## config.mk

```make
export PLATFORM = sky130hd
export DESIGN_NAME = ilfc_row_bank
export DESIGN_NICKNAME = d
export VERILOG_FILES = /design/src/rtl/ilfc_pkg.sv /design/src/rtl/ilfc_row_bank.sv
export SDC_FILE = /design/constraint.sdc
export NUM_CORES = 2
export LEC_CHECK = 0
export BUFFER_PORTS_ARGS = -buffer_cell sky130_fd_sc_hd__clkbuf_2
export CAP_MARGIN = 20
export CELL_PAD_IN_SITES_DETAIL_PLACEMENT = 1
export CELL_PAD_IN_SITES_GLOBAL_PLACEMENT = 1
export CORE_ASPECT_RATIO = 0.5
export CORE_MARGIN = 10
export CORE_UTILIZATION = 40
export DETAILED_ROUTE_END_ITERATION = 16
export GPL_TIMING_DRIVEN = 0
export PLACE_DENSITY_LB_ADDON = 0.08
export RECOVER_POWER = 50
export SLEW_MARGIN = 40
export SYNTH_ARGS = -nofsm -noshare
export SYNTH_HDL_FRONTEND = slang
export SYNTH_SLANG_ARGS = --single-unit
```

## constraint.sdc

```tcl
create_clock -name clock -period 4.2 [get_ports clock]
set_input_delay 0 -clock clock [delete_from_list [all_inputs] [get_ports clock]]
set_output_delay 0 -clock clock [all_outputs]
set_load 0.005 [all_outputs]
```

## src/rtl/ilfc_pkg.sv

```systemverilog
package ilfc_pkg;

   // Field widths of the request and response words
   localparam int ROW_W      = 6;
   localparam int COL_W      = 6;
   localparam int SIDE_W     = 7;
   localparam int COST_W     = 13;
   localparam int REQ_DATA_W = 16;
   localparam int RSP_DATA_W = 16;

   // Request tdata layout, lowest bit first
   localparam int REQ_ROW_LSB  = 0;
   localparam int REQ_COL_LSB  = REQ_ROW_LSB + ROW_W;
   localparam int REQ_SPIN_BIT = REQ_COL_LSB + COL_W;

   // Response tdata layout, lowest bit first
   localparam int RSP_COST_LSB = 0;
   localparam int RSP_SPIN_BIT = RSP_COST_LSB + COST_W;

   localparam int MAX_SIDE_DEFAULT = 64;
   localparam logic [SIDE_W-1:0] SIDE_RESET = SIDE_W'(64);

   // Item kinds carried on req_tuser
   localparam logic KIND_SET  = 1'b0;
   localparam logic KIND_FLIP = 1'b1;

   // Per-item controls handed to the cost update logic
   typedef struct packed {
      logic flip;
      logic spin_value;
      logic has_up;
      logic has_down;
      logic has_left;
      logic has_right;
   } ilfc_item_ctl_type;

endpackage

```

## src/rtl/ilfc_row_bank.sv

```systemverilog
module ilfc_row_bank #(
   parameter int WIDTH = ilfc_pkg::MAX_SIDE_DEFAULT,
   parameter int DEPTH = ilfc_pkg::MAX_SIDE_DEFAULT / 2,
   parameter int AW    = (DEPTH > 1) ? $clog2(DEPTH) : 1
) (
   input  logic             clock,
   input  logic             rd_en,
   input  logic [AW-1:0]    rd_addr_a,
   input  logic [AW-1:0]    rd_addr_b,
   output logic [WIDTH-1:0] rd_data_a,
   output logic [WIDTH-1:0] rd_data_b,
   input  logic             wr_en,
   input  logic [AW-1:0]    wr_addr,
   input  logic [WIDTH-1:0] wr_data
);

   logic [WIDTH-1:0] mem [DEPTH];
   logic [WIDTH-1:0] rd_data_a_ff;
   logic [WIDTH-1:0] rd_data_b_ff;

   always_ff @(posedge clock) begin
      if (wr_en) begin
         mem[wr_addr] <= wr_data;
      end
   end

   // Hold read data until the next read
   always_ff @(posedge clock) begin
      if (rd_en) begin
         rd_data_a_ff <= mem[rd_addr_a];
         rd_data_b_ff <= mem[rd_addr_b];
      end
   end

   assign rd_data_a = rd_data_a_ff;
   assign rd_data_b = rd_data_b_ff;

endmodule

```

==> results.py <==
metrics = {
    "run_status": {
        "outcome": "complete, but fails checks",
        "violations": "capacitance limit, slew limit",
    },
    "floorplanning": {
        "coreArea_mm2": 0.244,
        "fp-row-count": 128,
        "die_h_um": 370,
        "initial_core_util_pct": 40.2,
        "fp.dieArea_mm2": 0.266,
        "ioPinCount": 210,
        "die_w_um": 720,
    },
    "grt": {
        "grt_pass1_wl_um": 611000,
        "overflow": 0,
        "grt_antenna_before_repair": 35,
        "grt_max_degree": 54,
        "grt_pass1_vias": 61100,
        "grt_usage_pct": 34.9,
    },
    "power": {
        "power-per-cell-area_mw_per_mm2": 415,
        "p_leak_uw": 0.0387,
        "power_frac_clock_pct": 39.2,
        "vdd.ir_drop.worst_v": 0.000369,
        "internal-power_uw": 36700,
        "p_sw_uw": 12500,
        "switching_share_pct": 25.4,
        "p_seq_share_pct": 49.7,
        "power_frac_comb_pct": 11.0,
    },
    "clock_network": {
        "cts_tree": "done",
        "cts_root_buf": "clkbuf_16",
        "clock_latency_ns": 0.93,
        "h-tree-depth": 4,
        "cts.clk_slew.worst_paths_ns": 0.07,
        "clock_path_buffers": 4,
        "numCtsBuffers": 210,
        "cts-resized-gates": 0,
        "cts.sinks": 2176,
    },
    "worst_setup_path": {
        "endpoint_kind": "flop",
        "timing.critical_path.buf_inv": 7,
        "arrival_ns": 3.63,
        "worstSetupStartpointType": "primary input",
        "crit_path_cell_trace": "dlygate4sd3_1 > clkbuf_1 > nand3_1 > nor2_1 > buf_8 > buf_8 > buf_16 > buf_16 > buf_8",
        "criticalPathCategory": "primary input to flop",
        "critPathRequiredTime_ns": 4.78,
        "crit_slowest_cell": "nor2_1",
        "r2r-start": "mem[5][35]$_DFFE_PP_",
        "rr_worst_depth": 4,
        "path_delay_family": "buffers and inverters",
        "crit_path_frequent_cell": "buf_8",
        "crit_path_start": "wr_addr[3]",
        "cp_max_fo": 9,
        "crit_cells": 9,
        "slowest_delay_ns": 1.36,
    },
    "cells_and_area": {
        "num-nets-final": 5369,
        "area_growth_pct": 20.9,
        "fin_area_mm2": 0.118,
        "layout-drive-gt1-share_pct": 41.0,
    },
    "timing": {
        "finalCritPeriodShare_pct": 72.6,
        "max_freq_mhz": 328,
        "relSlewSlack_pct": -21.2,
        "final.setup.tns_ns": 0,
        "fin_worst_skew_ns": 0.0440,
        "slew_viol_final": 268,
        "setup_viol": 0,
        "hold_viol_final": 0,
        "rsz0062_at_grt": "false",
        "worst_pin_slew_ns": 1.82,
        "fin_crit_ns": 3.05,
    },
    "yosys": {
        "syn-num-nets": 4523,
        "synth_seq_cells": 2176,
        "synth_flop_cell": "edfxtp_1",
        "yosysUniqueCellTypes": 38,
        "async_flop_share_pct": 0,
        "ys_seq_area_share_pct": 66.7,
        "ys_warn_count": 0,
        "post_synth.cell_area_avg_um2": 22.1,
        "synth_top_area_share_pct": 66.7,
        "ys_top_cells_by_area": "edfxtp_1 (67%), mux4_2 (24%), mux2i_1 (3.7%)",
        "synth_edf_count": 2176,
        "synthCells": 4441,
        "yosysTopAreaCell": "edfxtp_1",
        "syn_area_mm2": 0.0979,
    },
    "routing": {
        "ant_nets": 0,
        "viasPerCell": 7.17,
        "drtPass1Iterations": 6,
        "routed_wirelength_um": 474000,
        "drc": 0,
        "drt-initial-drc-count": 11800,
        "vias": 62400,
        "wire_per_inst_um": 54.5,
    },
    "place": {
        "placed_area_mm2": 0.111,
        "dp_hpwl_um": 337000,
        "port_buffers": 201,
        "place_congestion": 0.888,
    },
    "min_path": {
        "hp-class": "primary input to flop",
        "min_path_cells": 4,
        "min_from": "rd_addr_a[4]",
    },
    "run": {
        "maxCapViolCount": 14,
    },
}
## worst min-delay path: cells and delay by family
family | cells | cell delay, ns
AOI/OAI and AO/OA | 2 | 0.42
buffers and inverters | 1 | 0.16
and+or+nand+nor | 1 | 0.21
## cell families after synthesis
logic type	share of synthesized area, %
DFF	66.7
muxes	28.2
buffers and inverters	1.86
AOI/OAI and AO/OA	2.34
and+or+nand+nor	0.846
## layout by cell type (no fill, tap or decap), types with 5 or more instances in the layout
cell              n
clkinv_1         46
bufinv_16        18
nand2_1          87
nor2_1           24
clkbuf_2        209
buf_16          196
dlygate4sd3_1    75
a221oi_1         92
mux4_2         1039
clkbuf_4         19
a211oi_1          6
a32o_1           38
buf_4           104
edfxtp_1       2176
buf_2           146
diode_2          13
buf_12           16
nand3b_1          5
buf_6            11
nor2b_1          18
o22ai_1          38
a22oi_1          18
clkbuf_1        123
mux2i_1         362
clkinv_2         37
a22o_1           33
clkbuf_16       214
buf_8           131
o21a_1           22
mux2_2           56
nor2_4           22
## stage by stage
step / cells / hold WS [ns] / setup slack [ns] / util [%] / power, uW
after floorplan: 4441 / 0.0989 / 0.378 / - / 27200
after global placement: 7892 / 0.405 / -7.10 / 42.3 / 29700
after detailed placement: 8245 / 0.407 / 0.570 / 45.7 / 30100
after CTS: 8684 / 0.0172 / 1.34 / 48.7 / 49000
after global routing: 8696 / 0.0460 / 1.01 / 48.6 / 50100
final: 8707 / 0.0401 / 1.15 / 48.6 / 49200
## cell usage after synthesis (all sizes together) (5+ instances only)
cell type / n
edfxtp: 2176
mux4: 1039
mux2i: 362
buf: 255
a221oi: 93
clkbuf: 92
nand2: 87
mux2: 56
nor2: 46
a32o: 38
o22ai: 38
a22o: 33
o21a: 22
nor2b: 19
a22oi: 18
a211oi: 6
and2: 5
nand3b: 5
## power by group through the flow
stage                     registers [uW]  logic (uW)  clock network [uW]
after global placement             24900        4790                   0
after CTS                          24400        5290               19300
after floorplan                    24900        2300                   0
after global routing               24500        5460               20100
final                              24500        5430               19300
after detailed placement           24900        5220                   0
## per-layer routing
layer  track usage, %  wire length [um]  share of wire (%)  vias to the layer above
met1             47.3            179000                 38                    34400
met5            0.388               224              0.047                        -
met4             14.9             24400                5.1                       14
li1                 -                 -                  -                    21500
met2             50.1            201000                 42                     5410
met3             13.5             69300                 15                     1075
## sequential cells by signal, summed over array words and instances, names as in the netlist
signal	flops
rd_data_a	64
mem	2048
rd_data_b	64
## timing repair
action / 4_1_cts / 5_1_grt
hold buffers: 70 / 5
hold endpoints to repair: 2317 / 34
setup buffers: 0 / 0
## path summary, 6_finish.rpt
check,slack (ns),endpoint
min reg2reg,0.98,rd_data_b[34]$_DFFE_PP_
max reg2reg,2.05,rd_data_a[35]$_DFFE_PP_
min,0.04,rd_data_a[15]$_DFFE_PP_
max,1.15,mem[30][14]$_DFFE_PP_
## layout make-up
class                   count  area, um2
diodes                     13       32.5
plain buffers             347       2100
clock buffers             265       5550
clock inverters           104        936
fillers                 21500     125000
inverters                   1       3.75
multi-input cells        1917      31000
flip-flops and latches   2176      65300
well taps                3250       4070
repair buffers            634       9430
(Power assumes the default switching activity.)
