<file path="src/rtl/ilfc_pkg.sv">
package ilfc_pkg;

   // Field widths of the request and response words
   localparam int ROW_W      = 6;
   localparam int COL_W      = 6;
   localparam int SIDE_W     = 7;
   localparam int COST_W     = 13;
   localparam int REQ_DATA_W = 16;
   localparam int RSP_DATA_W = 16;

   // Request tdata layout, lowest bit first
   localparam int REQ_ROW_LSB  = 0;
   localparam int REQ_COL_LSB  = REQ_ROW_LSB + ROW_W;
   localparam int REQ_SPIN_BIT = REQ_COL_LSB + COL_W;

   // Response tdata layout, lowest bit first
   localparam int RSP_COST_LSB = 0;
   localparam int RSP_SPIN_BIT = RSP_COST_LSB + COST_W;

   localparam int MAX_SIDE_DEFAULT = 64;
   localparam logic [SIDE_W-1:0] SIDE_RESET = SIDE_W'(64);

   // Item kinds carried on req_tuser
   localparam logic KIND_SET  = 1'b0;
   localparam logic KIND_FLIP = 1'b1;

   // Per-item controls handed to the cost update logic
   typedef struct packed {
      logic flip;
      logic spin_value;
      logic has_up;
      logic has_down;
      logic has_left;
      logic has_right;
   } ilfc_item_ctl_type;

endpackage

</file>
<file path="src/rtl/ilfc_cost_update.sv">
module ilfc_cost_update #(
   parameter int MAX_SIDE = ilfc_pkg::MAX_SIDE_DEFAULT,
   parameter int CW       = $clog2(MAX_SIDE)
) (
   input  logic [MAX_SIDE-1:0]              own_word,
   input  logic                             up_spin,
   input  logic                             down_spin,
   input  logic [CW-1:0]                    col_idx,
   input  ilfc_pkg::ilfc_item_ctl_type      ctl,
   input  logic [ilfc_pkg::COST_W-1:0]      cost_cur,
   output logic [MAX_SIDE-1:0]              word_next,
   output logic                             spin_next,
   output logic                             changed,
   output logic [ilfc_pkg::COST_W-1:0]      cost_next
);

   logic          spin_old;
   logic          left_spin;
   logic          right_spin;
   logic [2:0]    exist_cnt;
   logic [2:0]    unlike_cnt;
   logic [CW-1:0] col_left;
   logic [CW-1:0] col_right;

   assign col_left  = col_idx - CW'(1);
   assign col_right = col_idx + CW'(1);
   assign spin_old   = own_word[col_idx];
   assign left_spin  = own_word[col_left];
   assign right_spin = own_word[col_right];

   assign changed   = ctl.flip || (ctl.spin_value != spin_old);
   assign spin_next = spin_old ^ changed;

   always_comb begin
      word_next          = own_word;
      word_next[col_idx] = ~spin_old;
   end

   // Each existing neighbor adds one if unlike the new spin, drops one otherwise
   always_comb begin
      exist_cnt  = 3'(ctl.has_up) + 3'(ctl.has_down) + 3'(ctl.has_left)
                 + 3'(ctl.has_right);
      unlike_cnt = 3'(ctl.has_up    && (up_spin    != spin_next))
                 + 3'(ctl.has_down  && (down_spin  != spin_next))
                 + 3'(ctl.has_left  && (left_spin  != spin_next))
                 + 3'(ctl.has_right && (right_spin != spin_next));
   end

   always_comb begin
      if (changed) begin
         cost_next = cost_cur + ilfc_pkg::COST_W'({unlike_cnt, 1'b0})
                   - ilfc_pkg::COST_W'(exist_cnt);
      end else begin
         cost_next = cost_cur;
      end
   end

endmodule

</file>
<file path="config.mk">
export PLATFORM = sky130hd
export DESIGN_NAME = ilfc_cost_update
export DESIGN_NICKNAME = d
export VERILOG_FILES = /design/src/rtl/ilfc_pkg.sv /design/src/rtl/ilfc_cost_update.sv
export SDC_FILE = /design/constraint.sdc
export NUM_CORES = 1
export LEC_CHECK = 0
export BUFFER_PORTS_ARGS = -buffer_cell sky130_fd_sc_hd__buf_4
export CORE_AREA = 2 2 80 120
export DETAILED_ROUTE_END_ITERATION = 8
export DIE_AREA = 0 0 82 122
export PLACE_DENSITY = 0.78
export REMOVE_ABC_BUFFERS = 1
export SYNTH_ARGS = -nofsm -noshare
export SYNTH_HDL_FRONTEND = slang
export SYNTH_SLANG_ARGS = --single-unit
</file>
<file path="constraint.sdc">
create_clock -name vclk -period 8
set_input_delay 0.8 -clock vclk [all_inputs]
set_output_delay 0.8 -clock vclk [all_outputs]
set_load 0.03 [all_outputs]
</file>
==> summary.md, run 1 <==
| Metric | Value |
|---|---|
| Grt ovf | 0 |
| Worst hold slack | approximately 1900 ps |
| Core area | around 0.009 mm^2 |
| CP required | roughly 7000 ps |
| Starting Density | approximately 44% |
| Sequential fraction of design power | 0% |
| Standard-cell rows | 43 |
| Net count, final | approximately 740 |
| Pwr Total | 811 uW |
| Max Freq | roughly 130 MHz |
| Combinational share of power | between 90% and 100% |
| RSZ-0062 raised after global routing | no |
| Chip width | 82 um |
| Design area | roughly 0.0055 mm^2 |
| Initial DRC Count | roughly 270 |
| Final Max Slew Viols | 0 |
| Layout cells sized above 1 | about 44% |
| Sequential share of the synthesized area | 0% |
| Hold EP | cost_next[12] |
| Vias in the first global route | around 4.6k |
| GPL Wtd Cong | about 0.98 |
| Final min period | 7690 ps |
| Ys Warns | 0 |
| Pwr dens | roughly 150 mW/mm^2 |
| Vias/cell | approximately 6.5 |
| Max VDD drop | around 250 uV |
| Synth area leaders | mux4_2 24%, o31ai_1 12%, ha_1 8.5% |
| Psw | roughly 450 uW |
| Share of the synthesized area in the top cell type | 23.7% |
| Cell Area, Synth | around 0.0040 mm^2 |
| Largest net degree at the start of global routing | 67 |
| Synth area leader | mux4_2 |
| Min-delay worst type | in2out |
| Die height | between 100 and 150 um |
| Seq cells | 0 |
| Area delta synth->final | 38.5% |
| Sequential Area | 0 um^2 |
| Endpoint class of the critical path | output port |
| Leakage power | about 2.4 nW |
| DRC viols | 0 |
| Slew Limit Headroom | 50.3% |
| Post-place instance area | around 0.0054 mm^2 |
| Worst-Margin Slew | roughly 750 ps |
| Number of distinct library cells after synthesis | 55 |
| CP arrival | 6890 ps |
| N_diodes | 0 |
| Startpoint types | input pin |
| Initial antenna violation count | 0 |
| Period utilization | a little over nine tenths |
| DRT antenna net count | 0 |
| Status | complete, no violations |
| Ports | 170 |
| Die area | around 0.010 mm^2 |
| Internal cell power | 363 uW |
| Maxcap violations | 0 |
| Clk pwr share | 0% |
| Vias | approximately 4.7k |
| Total Routing Usage GR | 27.5% |
| DRT Wirelength | 14500 um |
| Post-synth top cells | 64 x o21ai_0, 64 x o31ai_1, 49 x inv_1, 42 x mux4_2, 30 x clkbuf_1 |
| Hold depth | 3 |
| I/O Buffers | 170 |
| Setup Crit Path Kind | in2out |
| First-pass GRT wire length | about 22000 um |
| Avg Synthesized Cell Area | 8.46 um^2 |
| Drt pass-1 iters | 5 |
| Worst Path Max Fanout | 16 |
| Final setup viols | 0 |
| Sw frac | 55.3% |
| HP Start | cost_cur[12] |
| Routed WL per cell | roughly 20 um |
| Cells after synthesis | 471 |
| Detailed Place HPWL | ~12000 um |
| Clkbuf count | 0 |
| Hold Vio Cnt, Final | 0 |
## stage by stage
stage          cells  util [%]  setup WS [ps]  TNS, ps
6_report         730      61.1            314        0
5_1_grt          730      61.1           19.3        0
4_1_cts          729      59.9           25.9        0
3_5_place_dp     729      59.8           -126     -168
3_3_place_gp     729      59.8           40.5        0
2_1_floorplan    422         -           -372     -446
## critical path, cell delays in order
cell	delay [ps]
buf_12	130
mux4_2	510
nor3b_1	150
or3_1	370
or4_4	440
o41ai_2	340
buf_4	190
xor2_1	140
nand2_1	90
fa_1	530
inv_1	40
ha_1	280
inv_1	90
ha_4	200
ha_4	210
fa_1	550
inv_2	60
fa_2	360
and3_4	160
o31ai_4	230
a31oi_2	140
a31oi_1	180
xnor2_1	150
o211ai_1	140
xnor2_1	210
buf_4	180
## how the worst max path moves through the flow
stage          cells past startpoint        from       endpoint
2_1_floorplan                     24  col_idx[1]  cost_next[12]
3_3_place_gp                      26  col_idx[0]  cost_next[12]
3_5_place_dp                      26  col_idx[0]  cost_next[12]
4_1_cts                           27  col_idx[0]  cost_next[11]
5_1_grt                           26  col_idx[0]  cost_next[12]
6_report                          26  col_idx[0]  cost_next[12]
## repair_timing
item                                    CTS  global route
pin swaps                                 0             9
resized for setup                         3            17
setup buffers                             0             1
hold endpoints to repair                  0             0
hold buffers                              0             0
gates cloned                              0             0
endpoints found under the setup margin    2             3
## metal layers
layer / part of all wire, % / routed length, um / GRT usage, %
met1: 35 / 5070 / 32.0
met2: 53 / 7670 / 50.3
met3: 8.9 / 1300 / 2.74
met4: 3.4 / 500 / 10.6
met5: 0 / 0 / 0
## layout by cell type, fill, tap and decap left out, types with 2 or more instances in the layout
cell type | synthesis | layout
o22ai_1 | 2 | 2
nand3_1 | 7 | 7
and2_1 | 3 | 3
inv_1 | 49 | 48
mux2_2 | 6 | 6
nor2b_1 | 2 | 2
mux4_2 | 42 | 43
a21o_1 | 4 | 4
or3_1 | 4 | 4
o21ai_0 | 64 | 64
ha_4 | 0 | 4
fa_1 | 6 | 5
a21oi_1 | 6 | 5
mux4_1 | 6 | 5
o31ai_1 | 64 | 63
o41ai_2 | 1 | 2
mux2i_1 | 18 | 18
o41ai_1 | 5 | 4
buf_4 | 0 | 193
nor3_1 | 3 | 3
or3b_2 | 2 | 2
o21a_1 | 2 | 2
nand3b_1 | 8 | 8
mux2_4 | 2 | 2
a31oi_1 | 5 | 4
a221o_1 | 3 | 3
and3_1 | 3 | 2
xor2_1 | 8 | 7
nand2_1 | 13 | 13
buf_12 | 0 | 3
nand2b_1 | 3 | 3
a211oi_1 | 5 | 4
or2_2 | 6 | 6
ha_1 | 27 | 22
a2bb2oi_1 | 2 | 2
xnor2_1 | 15 | 15
nor2_1 | 9 | 9
## area by class of cell
class	instances	area, um^2
fill	787	3520
tap	112	140
inverter	50	188
multi-input combinational	372	3690
timing repair buffer	196	1510
## power groups by stage
stage | Combinational, mW | Clock [mW] | Sequential (mW)
final | 0.811 | 0 | 0
after global routing | 0.876 | 0 | 0
after CTS | 0.773 | 0 | 0
after detailed placement | 0.766 | 0 | 0
after global placement | 0.740 | 0 | 0
after floorplan | 0.498 | 0 | 0
## logic make-up after synthesis
kind of cell / synth area share (%)
adder cells (fa/ha/maj): 11.5
XOR/XNOR: 5.05
buffers and inverters: 10.0
AND/OR/NAND/NOR: 10.1
multiplexers: 34.7
AO/OA/AOI/OAI: 28.7
(Power assumes the default switching activity.)
==> run 2: changes to the inputs <==
- CORE_AREA: 2 2 80 120 -> 2 2 73 110
- DIE_AREA: 0 0 82 122 -> 0 0 75 112
- PLACE_DENSITY: 0.78 -> 0.88
- clock period: 8 -> 9.58 ns (I/O delays scaled with it)
==> run 2 against run 1 <==
  * Wire length decreased by 1.5%
  * Design area decreased by 5.6%
  * Die area decreased by 16%
  * Worst hold slack better by 320 ps
  * Global-route usage up 5.3 points
  * Combinational power is 23% lower
  * Count of clock-buffer cells in the layout unchanged
  * Via count up 0.51%
  * Critical path depth did not move
  * Final cell count fell by 4.5%
  * Non-clock buffer count fell by 23
  * Critical endpoint is now cost_next[11]
==> summary.md, run 2 (synthesized netlist as in run 1, its figures left out) <==
| Metric | Value |
|---|---|
| Most frequent CP cell | ha_1 |
| Min-delay worst type | in2out |
| N_diodes | 0 |
| I/O Buffers | 170 |
| Slowest-stage cell, CP | buf_4 |
| DRC viols | 0 |
| Worst Path Max Fanout | 67 |
| Ports | 170 |
| DRT antenna net count | 0 |
| Final setup viols | 0 |
| Core area | around 0.0075 mm^2 |
| Endpoint class of the critical path | output port |
| Clkbuf count | 0 |
| Sw frac | between 50% and 60% |
| RSZ-0062 raised after global routing | no |
| Placed cells | roughly 700 |
| Setup Slack @ Placement | between 600 and 700 ps |
| Max VDD drop | approximately 180 uV |
| WP buf/inv | 6 |
| Setup TNS Final | 0 ps |
| Psw | roughly 360 uW |
| Initial DRC Count | 297 |
| CP arrival | 8000 ps |
| Final Max Slew Viols | 0 |
| Leakage power | between 2 and 2.5 nW |
| Crit-path leading delay family | adder cells |
| Postcts setup bufs | 0 |
| Seq cells | 0 |
| Internal cell power | 268 uW |
| Grt ovf | 0 |
| Vias in the first global route | approximately 4.4k |
| Layout cells sized above 1 | roughly 40% |
| CP required | approximately 8600 ps |
| Clk pwr share | 0% |
| Sequential fraction of design power | 0% |
| DRT Wirelength | ~14000 um |
| Standard-cell rows | 39 |
| Fillers | a little over 600 |
| Total Routing Usage GR | between 30 and 40% |
| Crit-path max cell delay | ~610 ps |
| Routed WL per cell | roughly 21 um |
| Starting Density | 53.4% |
| Final min period | 8950 ps |
| Area delta synth->final | 30.8% |
| Sequential Area | 0 um^2 |
| Die height | 112 um |
| Initial antenna violation count | 0 |
| Pwr dens | 120 mW/mm^2 |
| Post-Layout Cell Count | between 600 and 700 |
| GPL Wtd Cong | 0.941 |
| Die area | around 0.0084 mm^2 |
| Net count, final | about 700 |
| Vias/cell | 6.81 |
| Max Freq | ~110 MHz |
| Combinational share of power | 100.0% |
| Hold Vio Cnt, Final | 0 |
| Maxcap violations | 0 |
| Post-cts sizing count | 0 |
| Drt pass-1 iters | 5 |
| Period utilization | 93.5% |
| Worst hold slack | approximately 2200 ps |
| Commonest non-fill, non-tap cell in the layout | buf_4 |
| Final worst slack | 626 ps |
| Pwr Total | around 620 uW |
| Detailed Place HPWL | between 10000 and 15000 um |
| Status | complete, no violations |
| Commonest non-fill, non-tap cells in the layout | 172 x buf_4, 64 x o21ai_0, 64 x o31ai_1, 49 x inv_1, 42 x mux4_2 |
| Slew Limit Headroom | between 40% and 50% |
| Chip width | roughly 75 um |
| Largest net degree at the start of global routing | between 60 and 70 |
| Vias | about 4.7k |
| Setup Crit Path Kind | in2out |
| Worst-Margin Slew | roughly 830 ps |
| Startpoint types | input pin |
| Hold_buf cts | 0 |
| First-pass GRT wire length | between 20000 and 25000 um |
-- run 2: cell count changes in the layout (fill, tap and decap cells not counted), sizes merged --
cell	change
buf	-23
-- run 2: stage by stage --
| stage | util (%) | cell area [um^2] |
|---|---|---|
| 2_1_floorplan | - | 3770 |
| 3_3_place_gp | 69.8 | 5210 |
| 3_5_place_dp | 69.8 | 5210 |
| 4_1_cts | 69.8 | 5210 |
| 5_1_grt | 69.8 | 5210 |
| 6_report | 69.8 | 5210 |
-- run 2: worst paths after layout --
check	depth (start not counted)	slack [ps]	from	to
worst min-delay path	3	2220	cost_cur[12]	cost_next[12]
worst max-delay path	26	630	col_idx[0]	cost_next[11]
-- run 2: power groups by stage --
stage / clock network (mW) / logic, mW / registers, mW
final: 0 / 0.624 / 0
after global placement: 0 / 0.599 / 0
after floorplan: 0 / 0.416 / 0
after global routing: 0 / 0.670 / 0
after CTS: 0 / 0.621 / 0
after detailed placement: 0 / 0.620 / 0
-- run 2: metal layers --
layer	global-route usage [%]	up-vias	routed length (um)
li1	-	2096	-
met4	13.9	0	743
met3	3.44	75	1580
met2	58.3	355	7350
met5	0	-	0
met1	38.2	2220	4650
-- run 2: final cells by class --
class / instances / area [um^2] / area share [%]
Inverter: 50 / 188 / 3.60
Timing Repair Buffer: 173 / 1310 / 25.2
Tap cell: 102 / 128 / 2.45
Multi-Input combinational cell: 372 / 3590 / 68.8
-- run 2: tightest hold or removal path: stages --
cell and delay, ps:
buf_4 80, xnor2_1 60, buf_4 160
